--- config.mk ---
export PLATFORM = sky130hd
export DESIGN_NAME = nmea_rmc_position_parser_flat
export DESIGN_NICKNAME = d
export VERILOG_FILES = /design/src/hw/rtl/nrmc_pkg.sv /design/src/hw/rtl/nrmc_if.sv /design/src/hw/rtl/nmea_rmc_position_parser.sv /design/src/hw/rtl/nrmc_parser.sv /design/src/hw/rtl/nrmc_scale.sv /design/src/flat_wrapper.sv
export SDC_FILE = /design/constraint.sdc
export NUM_CORES = 2
export LEC_CHECK = 0
export BUFFER_PORTS_ARGS = -buffer_cell sky130_fd_sc_hd__buf_2
export CAP_MARGIN = 10
export CORE_ASPECT_RATIO = 1.1
export CORE_UTILIZATION = 25
export DETAILED_ROUTE_END_ITERATION = 10
export SLEW_MARGIN = 30
export SYNTH_ARGS = -nofsm -noshare
export SYNTH_HDL_FRONTEND = slang
export SYNTH_SLANG_ARGS = --single-unit
--- constraint.sdc ---
create_clock -name clk -period 14.1 [get_ports clk]
set_input_delay 2.115 -clock clk [delete_from_list [all_inputs] [get_ports clk]]
set_output_delay 2.115 -clock clk [all_outputs]
set_load 0.02 [all_outputs]
--- src/hw/rtl/nrmc_pkg.sv ---
// Package for the NMEA RMC position parser: constants, character codes,
// record types and the small arithmetic helpers shared by the RTL files.
// No dependencies.
package nrmc_pkg;

    // Sentence limits and fixed-point scaling.
    localparam int MAX_BODY_LEN = 80;
    localparam int FRAC_DIGITS  = 5;

    // Widths of the parser state and of the result fields.
    localparam int BODY_W     = 7;
    localparam int FIELD_W    = 4;
    localparam int HDR_W      = 3;
    localparam int FRAC_W     = 3;
    localparam int LAT_W      = 30;
    localparam int LON_W      = 34;
    localparam int LAT_OUT_W  = 31;
    localparam int LON_OUT_W  = 35;
    localparam int POW_W      = $clog2(10 ** FRAC_DIGITS + 1);
    localparam int LAT_PROD_W = LAT_W + POW_W;
    localparam int LON_PROD_W = LON_W + POW_W;

    // Saturation limits of the magnitudes.
    localparam logic [LAT_W-1:0] LAT_MAX = 30'd999999999;
    localparam logic [LON_W-1:0] LON_MAX = 34'd9999999999;

    // Header length and ASCII codes.
    localparam logic [HDR_W-1:0] HDR_LEN = 3'd7;
    localparam logic [7:0] CH_DOLLAR = 8'h24;
    localparam logic [7:0] CH_STAR   = 8'h2A;
    localparam logic [7:0] CH_COMMA  = 8'h2C;
    localparam logic [7:0] CH_POINT  = 8'h2E;
    localparam logic [7:0] CH_ZERO   = 8'h30;
    localparam logic [7:0] CH_NINE   = 8'h39;
    localparam logic [7:0] CH_A      = 8'h41;
    localparam logic [7:0] CH_E      = 8'h45;
    localparam logic [7:0] CH_N      = 8'h4E;
    localparam logic [7:0] CH_G      = 8'h47;
    localparam logic [7:0] CH_P      = 8'h50;
    localparam logic [7:0] CH_R      = 8'h52;
    localparam logic [7:0] CH_M      = 8'h4D;
    localparam logic [7:0] CH_C      = 8'h43;
    localparam logic [7:0] CH_NUL    = 8'h00;

    // Body field positions.
    localparam logic [FIELD_W-1:0] FLD_STATUS   = 4'd1;
    localparam logic [FIELD_W-1:0] FLD_LAT      = 4'd2;
    localparam logic [FIELD_W-1:0] FLD_LAT_HEMI = 4'd3;
    localparam logic [FIELD_W-1:0] FLD_LON      = 4'd4;
    localparam logic [FIELD_W-1:0] FLD_LON_HEMI = 4'd5;
    localparam logic [FIELD_W-1:0] FLD_LAST     = 4'd15;

    // Finished sentence handed from the parser to the scaling pipeline.
    typedef struct packed {
        logic              status_ok;
        logic [LAT_W-1:0]  lat_acc;
        logic [FRAC_W-1:0] lat_frac;
        logic              lat_neg;
        logic [LON_W-1:0]  lon_acc;
        logic [FRAC_W-1:0] lon_frac;
        logic              lon_neg;
    } snap_t;

    // Running state of one numeric field.
    typedef struct packed {
        logic [LON_W-1:0]  acc;
        logic [FRAC_W-1:0] frac;
        logic              point_seen;
        logic              stopped;
    } num_t;

    // Expected header character at each match position.
    function automatic logic [7:0] hdr_char(input logic [HDR_W-1:0] pos);
        logic [7:0] ch;
        unique case (pos)
            3'd0:    ch = CH_DOLLAR;
            3'd1:    ch = CH_G;
            3'd2:    ch = CH_P;
            3'd3:    ch = CH_R;
            3'd4:    ch = CH_M;
            3'd5:    ch = CH_C;
            3'd6:    ch = CH_COMMA;
            default: ch = CH_NUL;
        endcase
        return ch;
    endfunction

    // Multiply by ten, add a digit and saturate at the given limit.
    function automatic logic [LON_W-1:0] push_digit(input logic [LON_W-1:0] acc,
                                                    input logic [3:0]       d,
                                                    input logic [LON_W-1:0] max);
        logic [LON_W+3:0] wide;
        wide = ({4'b0, acc} << 3) + ({4'b0, acc} << 1) + {LON_W'(0), d};
        return (wide > {4'b0, max}) ? max : wide[LON_W-1:0];
    endfunction

    // One character of a ddmm.mmmm number: digits and one point, the first
    // other character stops the number for the rest of the field.
    function automatic num_t number_step(input num_t             n,
                                         input logic [7:0]       c,
                                         input logic [LON_W-1:0] max);
        num_t r;
        r = n;
        if (!n.stopped)
        begin
            if (c >= CH_ZERO && c <= CH_NINE)
            begin
                if (!n.point_seen)
                begin
                    r.acc = push_digit(n.acc, c[3:0], max);
                end
                else if (n.frac < FRAC_W'(FRAC_DIGITS))
                begin
                    r.frac = n.frac + 1'b1;
                    r.acc  = push_digit(n.acc, c[3:0], max);
                end
            end
            else if (c == CH_POINT && !n.point_seen)
            begin
                r.point_seen = 1'b1;
            end
            else
            begin
                r.stopped = 1'b1;
            end
        end
        return r;
    endfunction

    // Power of ten for the missing fraction digits.
    function automatic logic [POW_W-1:0] pow10(input logic [FRAC_W-1:0] k);
        logic [POW_W-1:0] p;
        p = POW_W'(1);
        for (int i = 0; i < FRAC_DIGITS; i++)
        begin
            if (FRAC_W'(i) < k)
            begin
                p = POW_W'(p * 10);
            end
        end
        return p;
    endfunction

endpackage

--- src/hw/rtl/nrmc_if.sv ---
// Channel interfaces of the NMEA RMC position parser: the received byte
// channel and the position result channel. Depends on nrmc_pkg.
interface nrmc_byte_if;
    import nrmc_pkg::*;

    logic       valid;
    logic       ready;
    logic [7:0] rx_byte;

    modport source (output valid, output rx_byte, input ready);
    modport sink (input valid, input rx_byte, output ready);
endinterface

interface nrmc_result_if;
    import nrmc_pkg::*;

    logic                        valid;
    logic                        ready;
    logic                        fix_valid;
    logic signed [LAT_OUT_W-1:0] latitude_fixed;
    logic signed [LON_OUT_W-1:0] longitude_fixed;

    modport source (output valid, output fix_valid, output latitude_fixed,
                    output longitude_fixed, input ready);
    modport sink (input valid, input fix_valid, input latitude_fixed,
                  input longitude_fixed, output ready);
endinterface

--- src/hw/rtl/nmea_rmc_position_parser.sv ---
// NMEA RMC position parser top level. Takes one byte per cycle; no stall
// while the result path has room. After the edge that takes the closing
// '*', a result passes the sentence register, multiply and output stages.
// Up to three results queue in the pipeline before the byte input stalls.
// Reset (asynchronous, active low) empties the pipeline and restarts the
// header hunt. Depends on nrmc_pkg, nrmc_if, nrmc_parser and nrmc_scale.
module nmea_rmc_position_parser (
    input logic           clk,
    input logic           rst_n,
    nrmc_byte_if.sink     rx,
    nrmc_result_if.source res
);
    import nrmc_pkg::*;

    snap_t snap;
    logic  snap_valid;
    logic  snap_ready;

    // Byte parsing and sentence capture.
    nrmc_parser u_parser (
        .clk        (clk),
        .rst_n      (rst_n),
        .rx         (rx),
        .snap       (snap),
        .snap_valid (snap_valid),
        .snap_ready (snap_ready)
    );

    // Fixed-point scaling and result register.
    nrmc_scale u_scale (
        .clk        (clk),
        .rst_n      (rst_n),
        .snap       (snap),
        .snap_valid (snap_valid),
        .snap_ready (snap_ready),
        .res        (res)
    );

endmodule

--- src/hw/rtl/nrmc_parser.sv ---
// Byte parser: header hunt, field split and digit accumulation, one byte
// per cycle while the one-entry sentence register on its output can drain.
// Depends on nrmc_pkg and nrmc_if.
module nrmc_parser (
    input  logic            clk,
    input  logic            rst_n,
    nrmc_byte_if.sink       rx,
    output nrmc_pkg::snap_t snap,
    output logic            snap_valid,
    input  logic            snap_ready
);
    import nrmc_pkg::*;

    // Per-sentence parse state.
    typedef struct packed {
        logic [FIELD_W-1:0] field_index;
        logic [BODY_W-1:0]  body_count;
        logic               status_ok;
        logic [LAT_W-1:0]   lat_accum;
        logic [LON_W-1:0]   lon_accum;
        logic [FRAC_W-1:0]  lat_frac;
        logic [FRAC_W-1:0]  lon_frac;
        logic               point_seen;
        logic               number_stopped;
        logic               lat_negative;
        logic               lon_negative;
    } body_t;

    localparam body_t BODY_INIT = '{
        field_index:    '0,
        body_count:     '0,
        status_ok:      1'b0,
        lat_accum:      '0,
        lon_accum:      '0,
        lat_frac:       '0,
        lon_frac:       '0,
        point_seen:     1'b0,
        number_stopped: 1'b0,
        lat_negative:   1'b1,
        lon_negative:   1'b1
    };

    logic [HDR_W-1:0] header_pos_reg, header_pos_next;
    logic             in_body_reg, in_body_next;
    body_t            body_reg, body_next;
    logic             snap_valid_reg, snap_valid_next;
    snap_t            snap_reg;

    logic             accept;
    logic             load_snap;
    logic [7:0]       c;
    logic [HDR_W-1:0] hdr_step;
    num_t             num_in;
    num_t             num_out;

    assign c      = rx.rx_byte;
    assign accept = rx.valid && rx.ready;

    // Next parse state for the byte of this transaction.
    always_comb
    begin
        header_pos_next = header_pos_reg;
        in_body_next    = in_body_reg;
        body_next       = body_reg;
        load_snap       = 1'b0;
        hdr_step        = '0;
        num_in          = '0;
        num_out         = '0;

        if (accept)
        begin
            if (!in_body_reg)
            begin
                // Contiguous header match; a dollar restarts just after it.
                if (c == hdr_char(header_pos_reg))
                begin
                    hdr_step = header_pos_reg + 1'b1;
                end
                else
                begin
                    hdr_step = (c == CH_DOLLAR) ? HDR_W'(1) : HDR_W'(0);
                end
                header_pos_next = hdr_step;
                if (hdr_step == HDR_LEN)
                begin
                    header_pos_next = '0;
                    in_body_next    = 1'b1;
                    body_next       = BODY_INIT;
                end
            end
            else if (c == CH_DOLLAR)
            begin
                // A new sentence starts inside the body: abandon this one.
                in_body_next    = 1'b0;
                header_pos_next = HDR_W'(1);
                body_next       = BODY_INIT;
            end
            else if (body_reg.body_count >= BODY_W'(MAX_BODY_LEN))
            begin
                // Over-length body is dropped without a result.
                in_body_next = 1'b0;
                body_next    = BODY_INIT;
            end
            else if (c == CH_STAR)
            begin
                load_snap    = 1'b1;
                in_body_next = 1'b0;
                body_next    = BODY_INIT;
            end
            else
            begin
                body_next.body_count = body_reg.body_count + 1'b1;
                if (c == CH_COMMA)
                begin
                    if (body_reg.field_index != FLD_LAST)
                    begin
                        body_next.field_index = body_reg.field_index + 1'b1;
                    end
                    body_next.point_seen     = 1'b0;
                    body_next.number_stopped = 1'b0;
                end
                else
                begin
                    case (body_reg.field_index)
                        FLD_STATUS:
                        begin
                            body_next.status_ok  = !body_reg.point_seen && c == CH_A;
                            body_next.point_seen = 1'b1;
                        end
                        FLD_LAT:
                        begin
                            num_in  = '{acc: LON_W'(body_reg.lat_accum),
                                        frac: body_reg.lat_frac,
                                        point_seen: body_reg.point_seen,
                                        stopped: body_reg.number_stopped};
                            num_out = number_step(num_in, c, LON_W'(LAT_MAX));
                            body_next.lat_accum      = num_out.acc[LAT_W-1:0];
                            body_next.lat_frac       = num_out.frac;
                            body_next.point_seen     = num_out.point_seen;
                            body_next.number_stopped = num_out.stopped;
                        end
                        FLD_LAT_HEMI:
                        begin
                            body_next.lat_negative = !(!body_reg.point_seen && c == CH_N);
                            body_next.point_seen   = 1'b1;
                        end
                        FLD_LON:
                        begin
                            num_in  = '{acc: body_reg.lon_accum,
                                        frac: body_reg.lon_frac,
                                        point_seen: body_reg.point_seen,
                                        stopped: body_reg.number_stopped};
                            num_out = number_step(num_in, c, LON_MAX);
                            body_next.lon_accum      = num_out.acc;
                            body_next.lon_frac       = num_out.frac;
                            body_next.point_seen     = num_out.point_seen;
                            body_next.number_stopped = num_out.stopped;
                        end
                        FLD_LON_HEMI:
                        begin
                            body_next.lon_negative = !(!body_reg.point_seen && c == CH_E);
                            body_next.point_seen   = 1'b1;
                        end
                        default:
                        begin
                            body_next = body_next;
                        end
                    endcase
                end
            end
        end
    end

    // Sentence register occupancy.
    always_comb
    begin
        if (load_snap)
        begin
            snap_valid_next = 1'b1;
        end
        else if (snap_ready)
        begin
            snap_valid_next = 1'b0;
        end
        else
        begin
            snap_valid_next = snap_valid_reg;
        end
    end

    // Control state.
    always_ff @(posedge clk or negedge rst_n)
    begin
        if (!rst_n)
        begin
            header_pos_reg <= '0;
            in_body_reg    <= 1'b0;
            body_reg       <= BODY_INIT;
            snap_valid_reg <= 1'b0;
        end
        else
        begin
            header_pos_reg <= header_pos_next;
            in_body_reg    <= in_body_next;
            body_reg       <= body_next;
            snap_valid_reg <= snap_valid_next;
        end
    end

    // Finished sentence payload; fraction counts are applied downstream.
    always_ff @(posedge clk)
    begin
        if (load_snap)
        begin
            snap_reg.status_ok <= body_reg.status_ok;
            snap_reg.lat_acc   <= body_reg.lat_accum;
            snap_reg.lat_frac  <= body_reg.lat_frac;
            snap_reg.lat_neg   <= body_reg.lat_negative;
            snap_reg.lon_acc   <= body_reg.lon_accum;
            snap_reg.lon_frac  <= body_reg.lon_frac;
            snap_reg.lon_neg   <= body_reg.lon_negative;
        end
    end

    assign snap       = snap_reg;
    assign snap_valid = snap_valid_reg;
    assign rx.ready   = !snap_valid_reg || snap_ready;

`ifndef SYNTHESIS
    // Header matching is idle while a body is being parsed.
    a_hdr_idle_in_body: assert property (@(posedge clk) disable iff (!rst_n)
        in_body_reg |-> header_pos_reg == '0)
        else $error("header position nonzero inside a body");

    // The body byte count never passes the limit.
    a_body_count_limit: assert property (@(posedge clk) disable iff (!rst_n)
        body_reg.body_count <= BODY_W'(MAX_BODY_LEN))
        else $error("body count beyond limit");

    // A sentence result is only produced from inside a body.
    a_snap_from_body: assert property (@(posedge clk) disable iff (!rst_n)
        load_snap |-> in_body_reg && !in_body_next)
        else $error("sentence result outside a body");
`endif

endmodule

--- src/hw/rtl/nrmc_scale.sv ---
// Scaling pipeline: multiplies each magnitude by the power of ten for its
// missing fraction digits, then saturates, signs, zeroes an invalid fix
// and holds the result. Depends on nrmc_pkg and nrmc_if.
module nrmc_scale (
    input  logic            clk,
    input  logic            rst_n,
    input  nrmc_pkg::snap_t snap,
    input  logic            snap_valid,
    output logic            snap_ready,
    nrmc_result_if.source   res
);
    import nrmc_pkg::*;

    logic                        m_valid_reg;
    logic                        m_status_reg;
    logic                        m_lat_neg_reg;
    logic                        m_lon_neg_reg;
    logic [LAT_PROD_W-1:0]       m_lat_prod_reg;
    logic [LON_PROD_W-1:0]       m_lon_prod_reg;

    logic                        o_valid_reg;
    logic                        o_fix_reg;
    logic signed [LAT_OUT_W-1:0] o_lat_reg;
    logic signed [LON_OUT_W-1:0] o_lon_reg;

    logic                        out_adv;
    logic                        m_load;
    logic                        o_load;
    logic [LAT_PROD_W-1:0]       lat_prod;
    logic [LON_PROD_W-1:0]       lon_prod;
    logic [LAT_W-1:0]            lat_sat;
    logic [LON_W-1:0]            lon_sat;
    logic signed [LAT_OUT_W-1:0] lat_val;
    logic signed [LON_OUT_W-1:0] lon_val;

    // Handshake between the stages.
    assign out_adv    = !o_valid_reg || res.ready;
    assign snap_ready = !m_valid_reg || out_adv;
    assign m_load     = snap_valid && snap_ready;
    assign o_load     = m_valid_reg && out_adv;

    // Fraction padding as one multiply per magnitude.
    always_comb
    begin
        lat_prod = LAT_PROD_W'(snap.lat_acc)
                 * LAT_PROD_W'(pow10(FRAC_W'(FRAC_DIGITS) - snap.lat_frac));
        lon_prod = LON_PROD_W'(snap.lon_acc)
                 * LON_PROD_W'(pow10(FRAC_W'(FRAC_DIGITS) - snap.lon_frac));
    end

    // Saturate, apply the hemisphere sign, and zero an invalid fix.
    always_comb
    begin
        lat_sat = (m_lat_prod_reg > LAT_PROD_W'(LAT_MAX)) ? LAT_MAX
                                                          : m_lat_prod_reg[LAT_W-1:0];
        lon_sat = (m_lon_prod_reg > LON_PROD_W'(LON_MAX)) ? LON_MAX
                                                          : m_lon_prod_reg[LON_W-1:0];
        if (!m_status_reg)
        begin
            lat_val = '0;
            lon_val = '0;
        end
        else
        begin
            lat_val = m_lat_neg_reg ? -$signed({1'b0, lat_sat}) : $signed({1'b0, lat_sat});
            lon_val = m_lon_neg_reg ? -$signed({1'b0, lon_sat}) : $signed({1'b0, lon_sat});
        end
    end

    // Stage valid flags.
    always_ff @(posedge clk or negedge rst_n)
    begin
        if (!rst_n)
        begin
            m_valid_reg <= 1'b0;
            o_valid_reg <= 1'b0;
        end
        else
        begin
            if (snap_ready)
            begin
                m_valid_reg <= snap_valid;
            end
            if (out_adv)
            begin
                o_valid_reg <= m_valid_reg;
            end
        end
    end

    // Stage payloads.
    always_ff @(posedge clk)
    begin
        if (m_load)
        begin
            m_status_reg   <= snap.status_ok;
            m_lat_neg_reg  <= snap.lat_neg;
            m_lon_neg_reg  <= snap.lon_neg;
            m_lat_prod_reg <= lat_prod;
            m_lon_prod_reg <= lon_prod;
        end
        if (o_load)
        begin
            o_fix_reg <= m_status_reg;
            o_lat_reg <= lat_val;
            o_lon_reg <= lon_val;
        end
    end

    assign res.valid           = o_valid_reg;
    assign res.fix_valid       = o_fix_reg;
    assign res.latitude_fixed  = o_lat_reg;
    assign res.longitude_fixed = o_lon_reg;

`ifndef SYNTHESIS
    // An invalid fix carries zero positions.
    a_zero_when_invalid: assert property (@(posedge clk) disable iff (!rst_n)
        o_valid_reg && !o_fix_reg |-> o_lat_reg == '0 && o_lon_reg == '0)
        else $error("nonzero position with invalid fix");

    // Latitude stays inside its saturation range.
    a_lat_range: assert property (@(posedge clk) disable iff (!rst_n)
        o_valid_reg |-> o_lat_reg <= 31'sd999999999 && o_lat_reg >= -31'sd999999999)
        else $error("latitude outside range");

    // A stalled output holds the product stage behind it.
    a_mid_holds: assert property (@(posedge clk) disable iff (!rst_n)
        m_valid_reg && o_valid_reg && !res.ready |=> m_valid_reg && $stable(m_lat_prod_reg))
        else $error("product stage lost during stall");
`endif

endmodule

--- src/flat_wrapper.sv ---
// flat-port wrapper written by rule: the top's interface ports become plain ports
module nmea_rmc_position_parser_flat import nrmc_pkg::*;
  (clk, rst_n, rx_valid, rx_rx_byte, rx_ready, res_valid, res_fix_valid, res_latitude_fixed, res_longitude_fixed, res_ready);
  nrmc_byte_if rx_i ();
  nrmc_result_if res_i ();
  input logic clk;
  input logic rst_n;
  input wire logic [$bits(rx_i.valid)-1:0] rx_valid;
  input wire logic [$bits(rx_i.rx_byte)-1:0] rx_rx_byte;
  output wire logic [$bits(rx_i.ready)-1:0] rx_ready;
  output wire logic [$bits(res_i.valid)-1:0] res_valid;
  output wire logic [$bits(res_i.fix_valid)-1:0] res_fix_valid;
  output wire logic [$bits(res_i.latitude_fixed)-1:0] res_latitude_fixed;
  output wire logic [$bits(res_i.longitude_fixed)-1:0] res_longitude_fixed;
  input wire logic [$bits(res_i.ready)-1:0] res_ready;
  assign rx_i.valid = rx_valid;
  assign rx_i.rx_byte = rx_rx_byte;
  assign rx_ready = rx_i.ready;
  assign res_valid = res_i.valid;
  assign res_fix_valid = res_i.fix_valid;
  assign res_latitude_fixed = res_i.latitude_fixed;
  assign res_longitude_fixed = res_i.longitude_fixed;
  assign res_i.ready = res_ready;
  nmea_rmc_position_parser u_core (.clk(clk), .rst_n(rst_n), .rx(rx_i), .res(res_i));
endmodule
Yosys cells after proc, flatten, opt, wreduce, memory -nomap -nowiden
Cells that the tools add are included.
{"block": "classes", "order_cmp": 19, "addsub": 13, "mux": 70, "mul": 10, "reduce_logical": 35, "n_eq_ne": 41}
{"cell": "2-to-1 mux 86 bit", "n": 5}
{"cell": "2-to-1 mux 34 bit", "n": 5}
{"cell": "2-to-1 mux 30 bit", "n": 5}
{"cell": "multiplier 17 x 3 -> 16 bit (second input constant)", "n": 8}
{"cell": "2-to-1 mux 17 bit", "n": 8}
{"cell": "2-to-1 mux 37 bit", "n": 2}
{"cell": "2-to-1 mux 71 bit", "n": 1}
{"cell": "2-to-1 mux 33 bit", "n": 2}
{"cell": "!= test 5 x 1 -> 1 bit (second input constant)", "n": 11}
{"cell": "> comparator 51 x 34 -> 1 bit (second input constant)", "n": 1}
{"cell": "multiplier 34 x 17 -> 51 bit", "n": 1}
{"cell": "one-hot mux 7 bit (7 select lines)", "n": 1}
{"cell": "> comparator 47 x 30 -> 1 bit (second input constant)", "n": 1}
{"cell": "multiplier 30 x 17 -> 47 bit", "n": 1}
{"cell": "2-to-1 mux 39 bit", "n": 1}
{"cell": "adder 37 x 35 -> 38 bit", "n": 1}
{"cell": "adder 38 x 4 -> 38 bit", "n": 1}
{"cell": "> comparator 38 x 34 -> 1 bit (second input constant)", "n": 1}
{"cell": "adder 34 x 4 -> 35 bit", "n": 1}
{"cell": "> comparator 35 x 30 -> 1 bit (second input constant)", "n": 1}
{"cell": "2-to-1 mux 35 bit", "n": 1}
{"cell": "negator 34 -> 35 bit", "n": 1}
{"cell": "adder 33 x 31 -> 34 bit", "n": 1}
{"cell": "equality test 8 x 6 -> 1 bit (second input constant)", "n": 4}
{"cell": "47 further kinds", "n": 123}
{"block": "totals", "out_inout_bits": 69, "ff_bits": 334, "in_bits": 12, "elab_cells": 221}

Depth between registers and ports, before layout
{"block": "depth", "depth_word": 14, "ltp_mapped": 46, "mapped_depth_nobuf": 43}

Modules after synthesis
A second synthesis with hierarchy kept.
{"block": "hier_totals", "cells_unflattened": 6940, "area_unflattened_um2": 60182.7}
{"module": "nrmc_scale", "cells_each": 5645, "area_each_um2": 48128.7, "n_inst": 1}
{"module": "nrmc_parser", "cells_each": 1295, "area_each_um2": 12054.1, "n_inst": 1}

Worst setup path after synthesis
OpenSTA, ideal clock, no wires.
{"block": "synth_timing", "path_type": "register -> register", "start": "register u_core.u_parser.snap_reg, in the netlist u_core.u_parser.snap[3]", "end": "register u_core.u_scale.m_lon_prod_reg[50] (data pin)", "synth_period_minus_slack_ps": 10533, "setup_time_ps": 259, "path_slack_ps": 3567, "n_path_buf": 5, "path_stages_with_launch": 44, "arrival_time_ps": 10274, "path_cell_list": "edfxtp_1 inv_1 ha_1 clkbuf_1 buf_1 and3_1 clkbuf_1 clkbuf_1 ha_1 ha_1 inv_1 fa_1 nor2b_1 o21ai_0 a21boi_0 o21ai_0 a21boi_0 o21ai_0 (+8 left out) fa_1 fa_1 fa_1 inv_1 fa_1 inv_1 ha_1 a21o_1 a21o_1 a21o_1 a211o_1 a31o_2 nor2b_1 a211o_1 a21o_1 a21oi_1 nor2_1 a211o_1"}
{"block": "synth_via", "elab_chain_len": 12, "elab_cells_between_ends": 16}
{"item": "start, declared", "line_no": "nrmc_parser.sv:47", "text": "snap_t snap_reg;"}
{"item": "subtractor 3 bit *", "line_no": "nrmc_scale.sv:48", "text": "* LON_PROD_W'(pow10(FRAC_W'(FRAC_DIGITS) - snap.lon_frac));"}
{"item": "< comparator 1 x 3 -> 1 bit", "line_no": "nrmc_pkg.sv:136", "text": "if (FRAC_W'(i) < k)"}
{"item": "2-to-1 mux 4 bit", "line_no": "nrmc_pkg.sv:136"}
{"item": "multiplier 17 x 3 -> 16 bit", "line_no": "nrmc_pkg.sv:138", "text": "p = POW_W'(p * 10);"}
{"item": "2-to-1 mux 17 bit", "line_no": "nrmc_pkg.sv:136"}
{"item": "multiplier 17 x 3 -> 16 bit", "line_no": "nrmc_pkg.sv:138"}
{"item": "2-to-1 mux 17 bit", "line_no": "nrmc_pkg.sv:136"}
{"item": "multiplier 17 x 3 -> 16 bit", "line_no": "nrmc_pkg.sv:138"}
{"item": "2-to-1 mux 17 bit", "line_no": "nrmc_pkg.sv:136"}
{"item": "multiplier 17 x 3 -> 16 bit", "line_no": "nrmc_pkg.sv:138"}
{"item": "2-to-1 mux 17 bit *", "line_no": "nrmc_pkg.sv:136"}
{"item": "multiplier 34 x 17 -> 51 bit *", "line_no": "nrmc_scale.sv:48"}
{"item": "net u_core.u_scale.lon_prod[50]", "line_no": "nrmc_scale.sv:30", "text": "logic [LON_PROD_W-1:0] lon_prod;"}
{"item": "end signal, assigned", "line_no": "nrmc_scale.sv:100", "text": "m_lon_prod_reg <= lon_prod;"}
{"item": "end, declared", "line_no": "nrmc_scale.sv:19", "text": "logic [LON_PROD_W-1:0] m_lon_prod_reg;"}
Mark *: on every way through the listed nets, which the timed path passes. The rest lies on a longest branch.
A chain may end at the register's enable or synchronous reset.

Worst setup path after layout
{"block": "layout_timing", "start": "register u_core.u_parser.snap_reg, in the netlist u_core.u_parser.snap[41]", "end": "register u_core.u_scale.m_lat_prod_reg[44] (data pin)"}
{"block": "layout_via", "elab_chain_len": 12, "elab_cells_between_ends": 16}
{"item": "subtractor 3 bit *", "line_no": "nrmc_scale.sv:46", "text": "* LAT_PROD_W'(pow10(FRAC_W'(FRAC_DIGITS) - snap.lat_frac));"}
{"item": "< comparator 1 x 3 -> 1 bit", "line_no": "nrmc_pkg.sv:136"}
{"item": "2-to-1 mux 4 bit", "line_no": "nrmc_pkg.sv:136"}
{"item": "multiplier 17 x 3 -> 16 bit", "line_no": "nrmc_pkg.sv:138"}
{"item": "2-to-1 mux 17 bit", "line_no": "nrmc_pkg.sv:136"}
{"item": "multiplier 17 x 3 -> 16 bit", "line_no": "nrmc_pkg.sv:138"}
{"item": "2-to-1 mux 17 bit", "line_no": "nrmc_pkg.sv:136"}
{"item": "multiplier 17 x 3 -> 16 bit", "line_no": "nrmc_pkg.sv:138"}
{"item": "2-to-1 mux 17 bit", "line_no": "nrmc_pkg.sv:136"}
{"item": "multiplier 17 x 3 -> 16 bit", "line_no": "nrmc_pkg.sv:138"}
{"item": "2-to-1 mux 17 bit *", "line_no": "nrmc_pkg.sv:136"}
{"item": "multiplier 30 x 17 -> 47 bit *", "line_no": "nrmc_scale.sv:46"}
{"item": "net u_core.u_scale.lat_prod[44]", "line_no": "nrmc_scale.sv:29", "text": "logic [LAT_PROD_W-1:0] lat_prod;"}
{"item": "end signal, assigned", "line_no": "nrmc_scale.sv:99", "text": "m_lat_prod_reg <= lat_prod;"}
{"item": "end, declared", "line_no": "nrmc_scale.sv:18", "text": "logic [LAT_PROD_W-1:0] m_lat_prod_reg;"}
Marks and branches as above.

==> run_results.csv <==
group,metric,value,unit
sta,drv_slew,0,
sta,fin_crit,11.93,ns
global_routing,grt.total_usage,0.1299,
clocking,numCtsBuffers,38,
yosys,async_flop_share,0.2784,
yosys,synthFlopType,"edfxtp_1",
yosys,synth_top_family_by_area,"adder cells",
layout,largest_reg_flops,86,
global_routing,grt_pass1_wl,239100,um
routing,dr.pass1.iters,6,
yosys,synthMuxAreaShare,0.004023,
clocking,cts.sinks,334,
global_routing,grt_pass1_vias,45293,
min_path,worstHoldPathType,"reg -> reg",
sta,fin_hold_ws,0.5030,ns
clocking,postCtsHoldBufs,0,
sta,tns,0,ns
critical_path,cp_max_fo,12,
critical_path,cp_slowest_stage_delay,0.73,ns
layout,layout-drive-gt1-share,0.04817,
routing,drt_iter0_markers,2583,
critical_path,worstPathRequired,14.42,ns
clocking,h-tree-depth,2,
yosys,ys_warn_count,0,
clocking,insertion_delay,0.61,ns
critical_path,worstSetupStartpointType,"flop",
power,cellPowerDensity,121.9,nW/um^2
routing,via_per_inst,4.666,
yosys,synth_edf_count,241,
routing,wl,146000,um
power,leakagePower,0.02894,uW
clocking,path_clk_slew,0.06,ns
clocking,clock_path_buffers,3,
critical_path,reg2reg_slack,2.17,ns
floorplanning,die_w,453.2,um
layout,final_nets,7624,
sta,period_share,0.8464,
floorplanning,start_util,0.2523,
run_status,outcome,"finished clean",
sta,finalHoldViolations,0,
critical_path,path_class,"reg -> reg",
layout,finish.utilization,0.2753,
placement,hpwl,113000,um
yosys,yosys.area_share.adder,0.4276,
routing,postRouteAntennaNets,0,
yosys,synth.avg_cell_area,8.855,um^2
yosys,synth-simple-area-share,0.1604,
yosys,syn_area,55990,um^2
layout,area_delta_synth_final,9.143,%
routing,drc,0,
global_routing,globalRoute.totalOverflow,0,
floorplanning,core_area,221900,um^2
sta,tightest_slew,1.035,ns
clocking,cts_root_buf,"clkbuf_16",
floorplanning,rows,181,
routing,via_count,42950,
yosys,yosys.area_share.xor_xnor,0.03050,
yosys,synth_compound_area_frac,0.1024,
sta,fmax,0.08379,GHz
routing,avgRoutedWirePerCell,15.87,um
sta,slew_headroom,0.3097,
clocking,cts_tree,"built",
yosys,ys_seq_elements,334,
sta,clock_skew,0.04280,ns
power,ir_worst_vdd,0.00009511,V
yosys,ys_types,99,
global_routing,grt_max_degree,73,
critical_path,worst_setup_path_end_kind,"flop",
critical_path,crit_top_cell,"fa_1",
global_routing,antenna_found_initial,12,
yosys,yosysSeqAreaShare,0.1709,
clocking,cts_setup_buffers,0,
floorplanning,dieArea,225800,um^2
layout,layout_commonest_cell,"inv_1",
floorplanning,num_io_pins,81,
sta,rsz0062_at_grt,"no",
floorplanning,fp.dieH,498.3,um
critical_path,slowest_stage,"xnor2_1",
sta,finalSetupViolCount,0,
placement,place.gp.congestion,0.9000,
layout,final_cell_mix,"1252 x inv_1, 984 x nand2_1, 904 x fa_1",
layout,n_fill_cell,23531,
clocking,cts_resized,0,
placement,port_buffers,80,
critical_path,arrival,12.26,ns
yosys,syn_inst,6323,
flow_run,cap_violations,0,
cells by family (layout without fill, tap and decap cells):
logic type	Yosys count	after routing
simple gates	1975	1975
other cells	1	16
compound gates	890	890
mux	22	22
fa+ha+maj	1371	1371
xor+xnor	195	195
buf+inv	1535	1473
flops	334	334
final cells by class:
class / instances / area (um^2) / area share
sequential: 334 / 9567 / 0.1566
clock buffer: 43 / 989.7 / 0.01620
timing repair buffer: 149 / 968.4 / 0.01585
tap: 2928 / 3664 / 0.05995
inverter: 1255 / 4711 / 0.07709
multi-input combinational: 4463 / 40890 / 0.6691
antenna: 6 / 15.01 / 0.0002457
clock inverter: 26 / 306.5 / 0.005017
worst max-delay path: cells and delay by family (launching register included):
family	cells	cell delay [ns]
adder cells (fa/ha/maj)	11	5.09
AO/OA/AOI/OAI	12	3.68
AND/OR/NAND/NOR	7	1.24
XOR/XNOR	3	0.95
flip-flops	1	0.44
buffers and inverters	4	0.26
cells in the mapped netlist, types with 9 or more instances:
master	number	share of area
fa_1	904	0.32
nor3b_1	10	0.0013
a211o_1	12	0.0019
nand2_1	984	0.066
o41ai_1	9	0.0014
or2_2	12	0.0013
nor2b_1	45	0.0050
buf_2	9	0.00080
o21bai_1	30	0.0040
a211oi_1	19	0.0025
o21a_1	51	0.0068
xnor2_1	128	0.020
a21o_1	75	0.010
o21ai_0	187	0.017
ha_1	467	0.10
a32o_1	21	0.0038
and2_1	171	0.019
nand3_1	119	0.011
nor4_1	30	0.0034
a21boi_0	31	0.0042
nor3_1	66	0.0059
inv_1	1252	0.084
xor2_1	67	0.010
or3_1	19	0.0021
nand2b_1	42	0.0047
a31oi_1	43	0.0048
edfxtp_1	241	0.13
o31ai_1	31	0.0042
and3_1	39	0.0044
nor2_1	343	0.023
a21oi_1	258	0.023
o211ai_1	16	0.0021
nand4_1	44	0.0049
dfrtp_1	91	0.041
clkbuf_1	254	0.017
mux2i_1	18	0.0032
o31a_1	9	0.0014
worst paths after layout:
check	to	startpoint	depth (start not counted)
max in group asynchronous	u_core.u_parser.body_reg[0]$_DFFE_PN1P_	rst_n	3
worst min-delay path	u_core.u_parser.snap[3]$_DFFE_PP_	u_core.u_parser.body_reg[6]$_DFFE_PN0P_	0
worst max register to register	u_core.u_scale.m_lat_prod_reg[44]$_DFFE_PP_	u_core.u_parser.snap[41]$_DFFE_PP_	37
worst max-delay path	u_core.u_scale.m_lat_prod_reg[44]$_DFFE_PP_	u_core.u_parser.snap[41]$_DFFE_PP_	37
min in group asynchronous	u_core.u_scale.m_valid_reg$_DFFE_PN0P_	rst_n	1
worst min register to register	u_core.u_parser.snap[3]$_DFFE_PP_	u_core.u_parser.body_reg[6]$_DFFE_PN0P_	0
stage by stage:
| step | setup slack (ns) | area (um^2) | power (uW) | std cells |
|---|---|---|---|---|
| after global routing | 1.243 | 61110 | 8162 | 9204 |
| after detailed placement | 2.242 | 59730 | 6392 | 9127 |
| after CTS | 2.199 | 61030 | 7472 | 9196 |
| after global placement | 2.384 | 59700 | 6299 | 9126 |
| after floorplan | 3.567 | 56020 | 5184 | 6332 |
| final | 2.165 | 61110 | 7450 | 9204 |
power by group:
| part | switching (uW) | internal (uW) | leakage [uW] |
|---|---|---|---|
| sequential | 142 | 1320 | 0.00339 |
| clock | 446 | 590 | 0.000631 |
| combinational | 2980 | 1970 | 0.0249 |
routing by layer:
metal,wire length [um],GRT usage
met5,0,0
met1,61510,0.1626
met2,72420,0.2284
met4,4439,0.04660
met3,7655,0.01443
No activity file was read; power rests on OpenSTA's default activity.
